===== src/design/mdr_pkg.sv =====
// Shared types and constants of the diversity re-ranker.
`timescale 1ns / 1ps
package mdr_pkg;

   localparam int POOL_DEPTH_DEF = 64;
   localparam int EMB_DIM_DEF    = 32;
   localparam int MAX_TOP_K_DEF  = 16;

   localparam logic [15:0] LAMBDA_RESET = 16'd22938;
   localparam logic [15:0] LAMBDA_ONE   = 16'd32768;
   localparam logic [4:0]  TOP_K_RESET  = 5'd8;
   localparam logic [9:0]  PENALTY_ONE  = 10'd246;
   localparam logic [9:0]  PENALTY_TWO  = 10'd492;
   localparam logic [1:0]  REPS_CAP     = 2'd2;

   localparam int CSR_AW = 3;

   localparam logic [1:0] KIND_HEADER  = 2'd0;
   localparam logic [1:0] KIND_ELEMENT = 2'd1;
   localparam logic [1:0] KIND_RUN     = 2'd2;

   localparam logic REG_LAMBDA = 1'b0;
   localparam logic REG_TOP_K  = 1'b1;

   typedef enum logic [2:0] {
      CELL_HOLD,
      CELL_APPEND,
      CELL_REMOVE,
      CELL_ROTATE,
      CELL_SET_LEN
   } cell_op_type;

   // static part of a pool entry
   typedef struct packed {
      logic [15:0] rel;
      logic [16:0] author;    // bit 16 set when the author is known
      logic [15:0] arrival;
      logic        has_emb;
   } cell_meta_type;

   // per-run selection state of a pool entry
   typedef struct packed {
      logic        sel;
      logic [1:0]  reps;
      logic [14:0] maxsim;
   } cell_dyn_type;

   typedef struct packed {
      cell_op_type   op;
      cell_meta_type meta;
   } cell_cmd_type;

   typedef struct packed {
      logic        done;
      logic [14:0] sim;
   } dot_res_type;

endpackage


===== src/design/mdr_cell.sv =====
// One pool cell: holds a candidate entry and passes it to its neighbour.
`timescale 1ns / 1ps
module mdr_cell #(
   parameter int POOL_DEPTH = mdr_pkg::POOL_DEPTH_DEF,
   parameter int EMB_DIM    = mdr_pkg::EMB_DIM_DEF,
   parameter int CELL_INDEX = 0
) (
   input  logic                              clock,
   input  mdr_pkg::cell_cmd_type             cmd,
   input  logic [$clog2(POOL_DEPTH)-1:0]     cmd_idx,
   input  logic [$clog2(POOL_DEPTH)-1:0]     cmd_tail,
   input  logic [$clog2(POOL_DEPTH)-1:0]     ins_slot,
   input  logic [$clog2(EMB_DIM+1)-1:0]      cmd_len,
   input  mdr_pkg::cell_meta_type            next_meta,
   input  mdr_pkg::cell_dyn_type             next_dyn,
   input  logic [$clog2(POOL_DEPTH)-1:0]     next_slot,
   input  logic [$clog2(EMB_DIM+1)-1:0]      next_len,
   output mdr_pkg::cell_meta_type            meta_ff,
   output mdr_pkg::cell_dyn_type             dyn_ff,
   output logic [$clog2(POOL_DEPTH)-1:0]     slot_ff,
   output logic [$clog2(EMB_DIM+1)-1:0]      len_ff
);
   localparam int IW = $clog2(POOL_DEPTH);
   localparam logic [IW-1:0] MY_IDX = IW'(CELL_INDEX);

   always_ff @(posedge clock) begin
      unique case (cmd.op)
         mdr_pkg::CELL_HOLD: begin
         end
         mdr_pkg::CELL_APPEND: begin
            if (cmd_idx == MY_IDX) begin
               meta_ff <= cmd.meta;
               dyn_ff  <= '0;
               slot_ff <= ins_slot;
               len_ff  <= '0;
            end
         end
         mdr_pkg::CELL_REMOVE: begin
            // entries above the evicted one close the gap, the newcomer lands at the tail
            if (MY_IDX == cmd_tail) begin
               meta_ff <= cmd.meta;
               dyn_ff  <= '0;
               slot_ff <= ins_slot;
               len_ff  <= '0;
            end else if (MY_IDX >= cmd_idx && MY_IDX < cmd_tail) begin
               meta_ff <= next_meta;
               dyn_ff  <= next_dyn;
               slot_ff <= next_slot;
               len_ff  <= next_len;
            end
         end
         mdr_pkg::CELL_ROTATE: begin
            meta_ff <= next_meta;
            dyn_ff  <= next_dyn;
            slot_ff <= next_slot;
            len_ff  <= next_len;
         end
         mdr_pkg::CELL_SET_LEN: begin
            if (cmd_idx == MY_IDX) begin
               len_ff <= cmd_len;
            end
         end
         default: begin
         end
      endcase
   end

endmodule


===== config.mk =====
export PLATFORM = sky130hd
export DESIGN_NAME = mdr_cell
export DESIGN_NICKNAME = d
export VERILOG_FILES = /design/src/design/mdr_pkg.sv /design/src/design/mdr_cell.sv
export SDC_FILE = /design/constraint.sdc
export NUM_CORES = 1
export LEC_CHECK = 0
export ABC_AREA = 0
export BUFFER_PORTS_ARGS = -buffer_cell sky130_fd_sc_hd__buf_2
export CAP_MARGIN = 10
export CORE_ASPECT_RATIO = 0.8
export CORE_MARGIN = 5
export CORE_UTILIZATION = 43
export CTS_BUF_LIST = sky130_fd_sc_hd__clkbuf_2 sky130_fd_sc_hd__clkbuf_4 sky130_fd_sc_hd__clkbuf_8
export DETAILED_ROUTE_END_ITERATION = 8
export PLACE_DENSITY = 0.82
export SYNTH_ARGS = -nofsm -noshare
export SYNTH_HDL_FRONTEND = slang
export SYNTH_SLANG_ARGS = --single-unit

===== constraint.sdc =====
create_clock -name clock -period 9.41 [get_ports clock]
set_input_delay 1.4115 -clock clock [delete_from_list [all_inputs] [get_ports clock]]
set_output_delay 1.4115 -clock clock [all_outputs]
set_load 0.03 [all_outputs]

== Word-level counts from Yosys, hierarchy flattened ==
Cells that the tools add are included.

* Bits in registers: 80
* Input port bits: 158
* Logic and storage cells: 42
* Output and inout bits: 80

* Equality and inequality tests: 7
* Multiplexer cells: 17
* Reductions and logical operators: 7
* Order comparisons: 2

{| class="wikitable"
|+ Operators by type and width
! cell !! count
|-
| 2-to-1 mux 50 bit || 3
|-
| one-hot mux 50 bit (3 select lines) || 1
|-
| 2-to-1 mux 18 bit || 3
|-
| one-hot mux 18 bit (3 select lines) || 1
|-
| 2-to-1 mux 6 bit || 7
|-
| one-hot mux 6 bit (4 select lines) || 1
|-
| one-hot mux 6 bit (3 select lines) || 1
|-
| logical NOT 6 bit || 2
|-
| equality test 3 x 2 -> 1 bit, second input constant || 2
|-
| >= comparator 1 x 6 -> 1 bit, first input constant || 1
|-
| < comparator 1 x 6 -> 1 bit, first input constant || 1
|-
| inequality test 2 bit, second input constant || 2
|-
| AND reduction 4 bit || 1
|-
| nonzero test 4 bit || 1
|-
| equality test 3 x 1 -> 1 bit, second input constant || 1
|-
| equality test 3 bit, second input constant || 1
|-
| inequality test 3 bit, second input constant || 1
|-
| AND reduction 3 bit || 1
|-
| nonzero test 3 bit || 1
|-
| logical AND 1 bit || 1
|}

== Logic depth before layout (Yosys ltp) ==
Gate-level depths: netlist of run 1.

* Word-level depth: 5
* Depth in mapped cells: 6
* Mapped depth without buffers: 4

== Worst setup path before layout of run 1 ==
No wires, ideal clock.

* Path kind: input to register
* Start: input port cmd_tail[0]
* End: register dyn_ff[0] (netlist bit) (enable)
* Library setup time: 0.617 ns
* Data arrival time: 7.651 ns
* Buffers on the path: 0
* Data required time: 8.793 ns
* Cell stages on the path: 4
* Path slack: 1.142 ns
* Cell sequence: or4_1 nor3_1 o21ai_0 a211oi_1

* Longest elaborated chain between the ends: 4
* Elaborated cells on any way between the ends: 5
* Those cells by class: order compare (1); eq/ne (1); reduce/logical (3)

{| class="wikitable"
|+ RTL lines
! element !! line !! text
|-
| start, declared || mdr_cell.sv:11 || <nowiki>input logic [$clog2(POOL_DEPTH)-1:0] cmd_tail,</nowiki>
|-
| < comparator 1 x 6 -> 1 bit || mdr_cell.sv:45 || <nowiki>end else if (MY_IDX >= cmd_idx && MY_IDX < cmd_tail) begin</nowiki>
|-
| logical AND 1 bit || mdr_cell.sv:45 ||
|-
| inequality test 3 bit (no source line) (*) || - ||
|-
| AND reduction 3 bit (no source line) (*) || - ||
|-
| end signal, assigned || mdr_cell.sv:47 || <nowiki>dyn_ff <= next_dyn;</nowiki>
|-
| end signal, assigned || mdr_cell.sv:54 || <nowiki>dyn_ff <= next_dyn;</nowiki>
|-
| end, declared || mdr_cell.sv:19 || <nowiki>output mdr_pkg::cell_dyn_type dyn_ff,</nowiki>
|}

Mark *: on every way between the ends. The rest lies on a longest branch, timed or not.
A chain may end at the register's enable or synchronous reset.

== Final worst setup path of run 1 ==
* Start: input port cmd_tail[0]
* End: register meta_ff[6] (netlist bit), data pin

* Longest elaborated chain between the ends: 3

{| class="wikitable"
|+ RTL lines
! element !! line !! text
|-
| logical NOT 6 bit || mdr_cell.sv:40 || <nowiki>if (MY_IDX == cmd_tail) begin</nowiki>
|-
| 2-to-1 mux 50 bit || mdr_cell.sv:40 ||
|-
| one-hot mux 50 bit (3 select lines) || mdr_cell.sv:27 || <nowiki>unique case (cmd.op)</nowiki>
|-
| end signal, assigned || mdr_cell.sv:32 || <nowiki>meta_ff <= cmd.meta;</nowiki>
|-
| end signal, assigned || mdr_cell.sv:41 || <nowiki>meta_ff <= cmd.meta;</nowiki>
|-
| end signal, assigned || mdr_cell.sv:46 || <nowiki>meta_ff <= next_meta;</nowiki>
|-
| end, declared || mdr_cell.sv:18 || <nowiki>output mdr_pkg::cell_meta_type meta_ff,</nowiki>
|}

No other way between the ends.

==> results of run 1 <==
power groups by stage:
stage / combinational [W] / sequential (W) / clock (W)
final: 0.000136 / 0.000418 / 0.000261
after global routing: 0.000145 / 0.000419 / 0.000282
after CTS: 0.000138 / 0.000418 / 0.000269
after detailed placement: 0.000137 / 0.000426 / 0
after global placement: 0.000133 / 0.000425 / 0
after floorplan: 0.0000474 / 0.000464 / 0
routing by layer:
layer  global-route usage [%]  part of all wire, %
met4                     5.07                  1.4
met2                     32.7                   54
met1                     18.1                   35
met5                        0                    0
met3                     7.18                   10
cell usage in the layout, fill, tap and decap left out, drive strengths merged:
cell	instances
a211oi	1
nor4	1
a21oi	1
nand2	1
nor2b	1
inv	1
or3	1
buf	240
and2	19
nor3	1
mux2	56
clkinv	1
bufinv	2
or4	1
o21ai	3
edfxtp	80
o221a	1
o21a	1
nor2	3
a22o	6
clkbuf	9
clkinvlp	1
layout make-up:
class | count | area (µm²) | share of cell area [%]
Sequential cell | 80 | 2400 | 47.9
Timing Repair Buffer | 240 | 1210 | 24.1
Multi-Input combinational cell | 97 | 1070 | 21.4
Tap cell | 108 | 135 | 2.69
Clock buffer | 9 | 124 | 2.47
Clock inverter | 4 | 72.6 | 1.45
Inverter | 1 | 3.75 | 0.0748
worst max path at each step:
stage,depth (start not counted),end,slack [ns]
floorplan,4,dyn_ff[0],1.14
global placement,6,meta_ff[33],4.92
detailed placement,6,meta_ff[6],4.84
CTS,6,meta_ff[6],5.22
global route,6,meta_ff[25],5.13
finish,6,meta_ff[6],5.24
sequential cells by signal, summed over array words and instances, names as in the netlist:
signal   count
meta_ff     50
dyn_ff      18
len_ff       6
slot_ff      6
kinds of logic (layout without fill, tap and decap cells):
logic type	Yosys count	in the layout	share of synthesized area, %
buffers and inverters	10	254	3.19
and+or+nand+nor	28	28	4.77
muxes	56	56	21.9
AOI/OAI and AO/OA	13	13	2.87
DFF	80	80	67.3
per-stage QoR:
| step | power, W | instances | setup WS [ns] | hold WS [ns] |
|---|---|---|---|---|
| final | 0.000814 | 539 | 5.24 | 1.35 |
| after CTS | 0.000824 | 539 | 5.22 | 1.32 |
| after global routing | 0.000846 | 539 | 5.13 | 1.34 |
| after detailed placement | 0.000563 | 526 | 4.84 | 1.69 |
| after global placement | 0.000558 | 526 | 4.92 | 1.69 |
| after floorplan | 0.000511 | 187 | 1.14 | 1.61 |
cell usage after synthesis:
cell type / n
a211oi_1: 1
a21oi_1: 1
a22o_1: 6
and2_1: 19
buf_12: 4
buf_4: 1
buf_6: 1
clkbuf_1: 3
edfxtp_1: 80
inv_1: 1
mux2_2: 16
mux2_4: 40
nand2_1: 1
nor2_1: 3
nor2b_1: 1
nor3_1: 1
nor4_1: 1
o21a_1: 1
o21ai_0: 2
o21ai_2: 1
o221a_2: 1
or3_4: 1
or4_1: 1
critical path: cells and delay by family:
family,cells,cell delay (ns)
buf+inv,2,0.68
simple gates,2,0.91
mux,1,0.41
compound gates,1,0.82
==> results.json, run 1 <==
{
  "status": "complete, no violations",
  "io_buffer_count": 237,
  "start_util_pct": 44.5,
  "track_usage_pct": 17.6,
  "first_global_vias": 2809,
  "synth.avg_cell_area_um2": 19.1,
  "numCtsBuffers": 9,
  "grt.overflow.total": 0,
  "synth_warnings": 0,
  "setup_tns_ns": 0,
  "ir_worst_vdd_v": 0.0000929,
  "cts_buffer_depth": 2,
  "cp.required_ns": 9.50,
  "dpl.hpwl_mm": 7.29,
  "setup_viol": 0,
  "crit_type": "in2reg",
  "p_switching_w": 0.000193,
  "p_clk_share_pct": 32.0,
  "wl_mm": 9.27,
  "post_cts_buffers": 0,
  "pin_count": 238,
  "first_iter_violations": 76,
  "yosysUniqueCellTypes": 23,
  "die_area_um2": 10200,
  "fillCellCount": 639,
  "die_h_um": 91.5,
  "netlist_top_cells_area": "edfxtp_1, mux2_4, mux2_2",
  "drv_cap": 0,
  "startpoint_type": "primary input",
  "stdcell_area_um2": 5020,
  "ys_seq_area_share_pct": 67.3,
  "vias": 2557,
  "diodes": 0,
  "postCtsHoldBufs": 0,
  "synthToLayoutAreaGrowth_pct": 40.6,
  "crit_chain": "buf_2, or4_1, or3_4, o21ai_4, buf_4, mux2_2",
  "worstPathMaxFanout": 32,
  "fmax_mhz": 240,
  "fin_crit_ns": 4.17,
  "critPathArrivalTime_ns": 4.25,
  "dieWidth_um": 112,
  "place_congestion": 0.810,
  "worstSetupEndpointType": "register",
  "worstHoldStart": "next_dyn[4]",
  "netlist.area_leader.share_pct": 67.3,
  "h-tree-depth": 3,
  "synth_area_um2": 3570,
  "post-route-period-util_pct": 44.3,
  "routedWlPerCell_um": 17.2,
  "p_sw_share_pct": 23.6,
  "p_leak_nw": 2.26,
  "clock-sinks": 80,
  "drive_gt1_share_pct": 72.6,
  "dpl-instance-area_um2": 4820,
  "ys_ff_latch": 80,
  "ant_nets": 0,
  "antenna_found_initial": 0,
  "core_um2": 8020,
  "hold_viol_final": 0,
  "grt_max_degree": 39,
  "hold_end": "dyn_ff[4]",
  "p_int_w": 0.000622,
  "slowest_delay_ns": 0.82,
  "cp-startpoint": "cmd_tail[0]",
  "drv_slew": 0,
  "cts_tree": "done",
  "nNetsFinal": 587,
  "first_pass_iters": 4,
  "syn_nets": 345,
  "grt_pass1_wl_mm": 14.2,
  "power_frac_comb_pct": 16.7,
  "worstMarginPinSlew_ns": 1.06,
  "via_per_inst": 4.74,
  "hold_class": "in2reg",
  "rows": 29,
  "final_core_util_pct": 62.6,
  "relSlewSlack_pct": 28.9,
  "rsz0062_at_grt": "no",
  "critPathSlowestCell": "o21ai_4",
  "path_clk_slew_ns": 0.08,
  "hold_depth": 2,
  "p_per_area_nw_per_um2": 162,
  "netlist_instances": 187,
  "clockRootBuffer": "clkbuf_8",
  "synth_largest_area_cell": "edfxtp_1",
  "seq_power_share_pct": 51.3,
  "route.detailed.drc": 0,
  "cts.repair.resized": 0
}
Power figures use the tool's default switching activity.
==> run 2, diff against run 1 <==
- CORE_UTILIZATION: 43 -> 39
- PLACE_DENSITY: 0.82 -> 0.78
- clock period: 9.41 -> 3.6 ns (I/O delays scaled with it)
==> results.json, run 2 (synthesis gave the netlist of run 1 again) <==
{
  "ir_worst_vdd_v": 0.000262,
  "io_buffer_count": 237,
  "drv_cap": 0,
  "cts_tree": "done",
  "multi_input_area_um2": 1090,
  "core_um2": 9000,
  "post-route-period-util_pct": 68.4,
  "wl_mm": 8.85,
  "stdcell_area_um2": 5040,
  "rows": 31,
  "path_clk_slew_ns": 0.08,
  "final_common_cell": "buf_2",
  "drv_slew": 0,
  "dieWidth_um": 117,
  "reg.largest.list": "meta_ff: 50 flops, dyn_ff: 18 flops",
  "crit_family": "simple AND/OR/NAND/NOR gates",
  "place_congestion": 0.832,
  "rsz0062_at_grt": "no",
  "hold_class": "in2reg",
  "ant_nets": 0,
  "nNetsFinal": 587,
  "fin_ws_ns": 1.14,
  "hold_end": "dyn_ff[6]",
  "fillCellCount": 756,
  "grt_max_degree": 75,
  "dpl-instance-area_um2": 4860,
  "routedWlPerCell_um": 16.2,
  "clock-sinks": 80,
  "slowest_delay_ns": 0.53,
  "die_area_um2": 11200,
  "regArea_um2": 2400,
  "fmax_mhz": 406,
  "drive_gt1_share_pct": 73.2,
  "numCtsBuffers": 9,
  "setup_viol": 0,
  "synthToLayoutAreaGrowth_pct": 41.1,
  "grt_pass1_wl_mm": 12.4,
  "postCtsHoldBufs": 0,
  "first_pass_iters": 4,
  "die_h_um": 95.6,
  "grt.overflow.total": 0,
  "first_iter_violations": 78,
  "cts.repair.resized": 0,
  "start_util_pct": 39.7,
  "diodes": 0,
  "hold_depth": 2,
  "vias": 2505,
  "first_global_vias": 2582,
  "pin_count": 238,
  "p_per_area_nw_per_um2": 410,
  "finalNonFillerCells": 548,
  "final_core_util_pct": 56.0,
  "cp.required_ns": 3.68,
  "fin_crit_ns": 2.46,
  "post_cts_buffers": 0,
  "clockRootBuffer": "clkbuf_8",
  "worstSetupEndpointType": "register",
  "worstHoldStart": "next_dyn[6]",
  "place_ws_ns": 0.767,
  "crit_buf_inv": 2,
  "startpoint_type": "primary input",
  "dp.cells": 533,
  "status": "complete, no violations",
  "track_usage_pct": 14.9,
  "largest_reg_flops": 50,
  "h-tree-depth": 3,
  "dpl.hpwl_mm": 6.96,
  "critPathArrivalTime_ns": 2.55,
  "hold_ws_ns": 0.475,
  "top_register": "meta_ff",
  "antenna_found_initial": 0,
  "relSlewSlack_pct": 51.9,
  "crit_chain": "buf_2, or4_4, or3_4, o21ai_4, buf_4, mux2_2",
  "cts_buffer_depth": 2,
  "critPathSlowestCell": "or4_4",
  "hold_viol_final": 0,
  "final_cell_mix": "buf_2, edfxtp_1, mux2_4",
  "route.detailed.drc": 0,
  "via_per_inst": 4.57,
  "p_leak_nw": 2.27,
  "worstMarginPinSlew_ns": 0.721,
  "worstPathMaxFanout": 29,
  "crit_type": "in2reg"
}
[run 2: how the worst max path moves through the flow]
stage	from	endpoint	slack (ns)	cells after the start
after floorplan	cmd_tail[0]	dyn_ff[0]	-0.07	4
after global placement	cmd_tail[0]	meta_ff[34]	0.82	6
after detailed placement	cmd_tail[0]	meta_ff[22]	0.77	6
after CTS	cmd_tail[0]	meta_ff[22]	1.14	6
after global routing	cmd_tail[0]	meta_ff[22]	1.10	6
final	cmd_tail[0]	meta_ff[22]	1.14	6
[run 2: metal layers]
metal | share of wire [%] | track usage (%) | wire, µm | vias to the layer above
met4 | 1.2 | 4.58 | 105 | 0
met5 | 0 | 0 | 0 | -
met1 | 36 | 15.7 | 3200 | 1151
li1 | - | - | - | 1204
met3 | 12 | 6.35 | 1050 | 10
met2 | 51 | 26.8 | 4500 | 140
[run 2: per-stage QoR]
| stage | total power [W] | setup TNS (ns) |
|---|---|---|
| finish | 0.00206 | 0 |
| global route | 0.00215 | 0 |
| detailed placement | 0.00147 | 0 |
| floorplan | 0.00133 | -5.54 |
| CTS | 0.00210 | 0 |
| global placement | 0.00146 | 0 |
[run 2: where the power goes]
part,total (W),switching [W],internal (W)
Combinational,0.000356,0.000188,0.000168
Clock,0.000616,0.000298,0.000319
Sequential,0.00109,0.0000105,0.00108
[run 2: area by class of cell]
type | instances | share of cell area, %
Sequential cell | 80 | 47.7
Timing Repair Buffer | 240 | 24.2
Tap cell | 115 | 2.86
Inverter | 1 | 0.0745
Clock inverter | 5 | 0.969
Multi-Input combinational cell | 97 | 21.6
Clock buffer | 10 | 2.61
==> run 3, diff against run 2 <==
- clock period: 3.6 -> 2.12 ns (I/O delays scaled with it)
==> results.json, run 3 (synthesis gave the netlist of run 1 again) <==
{
  "crit_type": "in2reg",
  "via_per_inst": 4.55,
  "hold_viol_final": 0,
  "core_um2": 9000,
  "diodes": 0,
  "largest_reg_flops": 50,
  "worstHoldStart": "next_dyn[0]",
  "post_cts_buffers": 0,
  "route.detailed.drc": 0,
  "fmax_mhz": 482,
  "cts.repair.resized": 0,
  "drv_cap": 0,
  "crit_buf_inv": 2,
  "die_h_um": 95.6,
  "fin_crit_ns": 2.07,
  "relSlewSlack_pct": 80.9,
  "dp.cells": 537,
  "p_per_area_nw_per_um2": 680,
  "cts_buffer_depth": 2,
  "clock-sinks": 80,
  "routedWlPerCell_um": 16.1,
  "path_clk_slew_ns": 0.08,
  "worstPathMaxFanout": 26,
  "p_leak_nw": 2.29,
  "pin_count": 238,
  "worstMarginPinSlew_ns": 0.286,
  "crit_chain": "buf_2, or4_4, or3_4, o21ai_4, buf_12, mux2_2",
  "rsz0062_at_grt": "no",
  "ir_worst_vdd_v": 0.000365,
  "clockRootBuffer": "clkbuf_8",
  "hold_depth": 2,
  "drv_slew": 0,
  "numCtsBuffers": 9,
  "grt.overflow.total": 0,
  "synthToLayoutAreaGrowth_pct": 42.9,
  "ant_nets": 0,
  "cp.required_ns": 2.21,
  "startpoint_type": "primary input",
  "finalNonFillerCells": 553,
  "worstSetupEndpointType": "register",
  "setup_viol": 0,
  "antenna_found_initial": 0,
  "wl_mm": 8.90,
  "dpl.hpwl_mm": 7.09,
  "hold_end": "dyn_ff[0]",
  "total_power_w": 0.00347,
  "reg.largest.list": "meta_ff: 50 flops, dyn_ff: 18 flops",
  "first_pass_iters": 4,
  "critPathSlowestCell": "or4_4",
  "dpl-instance-area_um2": 4920,
  "cts_tree": "done",
  "vias": 2517,
  "h-tree-depth": 3,
  "stdcell_area_um2": 5100,
  "critPathArrivalTime_ns": 2.17,
  "io_buffer_count": 237,
  "drive_gt1_share_pct": 73.7,
  "slowest_delay_ns": 0.53,
  "die_area_um2": 11200,
  "first_iter_violations": 89,
  "nNetsFinal": 591,
  "top_register": "meta_ff",
  "crit_family": "simple AND/OR/NAND/NOR gates",
  "place_congestion": 0.817,
  "track_usage_pct": 15.3,
  "grt_pass1_wl_mm": 12.8,
  "final_cell_mix": "buf_2, edfxtp_1, mux2_4",
  "start_util_pct": 39.7,
  "hold_class": "in2reg",
  "status": "complete, no violations",
  "grt_max_degree": 56,
  "postCtsHoldBufs": 0,
  "dieWidth_um": 117,
  "first_global_vias": 2713,
  "final_common_cell": "buf_2",
  "post-route-period-util_pct": 97.9,
  "rows": 31
}
-- run 3: changes by cell type in the layout (fill, tap and decap cells not counted), sizes merged --
cell and change:
clkbuf +2, buf +4, clkinv -3, bufinv -1, clkinvlp +3
-- run 3: area by class of cell --
type	count	area [µm²]
fill	752	3900
multi-input combinational	97	1090
clock buffer	12	146
timing repair buffer	244	1290
clock inverter	4	31.3
tap	115	144
inverter	1	3.75
sequential	80	2400
-- run 3: how the worst max path moves through the flow --
stage	depth (start not counted)	end	start	slack [ns]
after detailed placement	6	meta_ff[36]	cmd_tail[0]	-0.33
after CTS	6	meta_ff[36]	cmd_tail[0]	0.05
after floorplan	4	dyn_ff[0]	cmd_tail[0]	-1.33
final	6	meta_ff[36]	cmd_tail[0]	0.05
after global placement	6	meta_ff[35]	cmd_tail[0]	-0.28
after global routing	6	meta_ff[40]	cmd_tail[0]	0.02
-- run 3: power breakdown --
part	total (W)	internal (W)	switching [W]
clock network	0.000996	0.000467	0.000529
logic	0.000618	0.000296	0.000322
registers	0.00185	0.00184	0.0000187
-- run 3: per-layer routing --
metal  GRT usage, %  wire [µm]  vias to the layer above
met5              0          0                        -
met4           4.78        144                        0
met3           6.60       1030                       15
met2           28.7       4830                      134
met1           15.2       2900                     1155
li1               -          -                     1213
-- run 3: metrics by stage --
stage / utilization (%) / worst slack [ns] / hold WS, ns / TNS (ns)
2_1_floorplan: - / -1.33 / 0.516 / -102.46
3_3_place_gp: 54.7 / -0.281 / 0.594 / -25.75
3_5_place_dp: 54.7 / -0.326 / 0.601 / -28.15
4_1_cts: 56.7 / 0.0526 / 0.223 / 0
5_1_grt: 56.7 / 0.0208 / 0.223 / 0
6_report: 56.7 / 0.0454 / 0.243 / 0
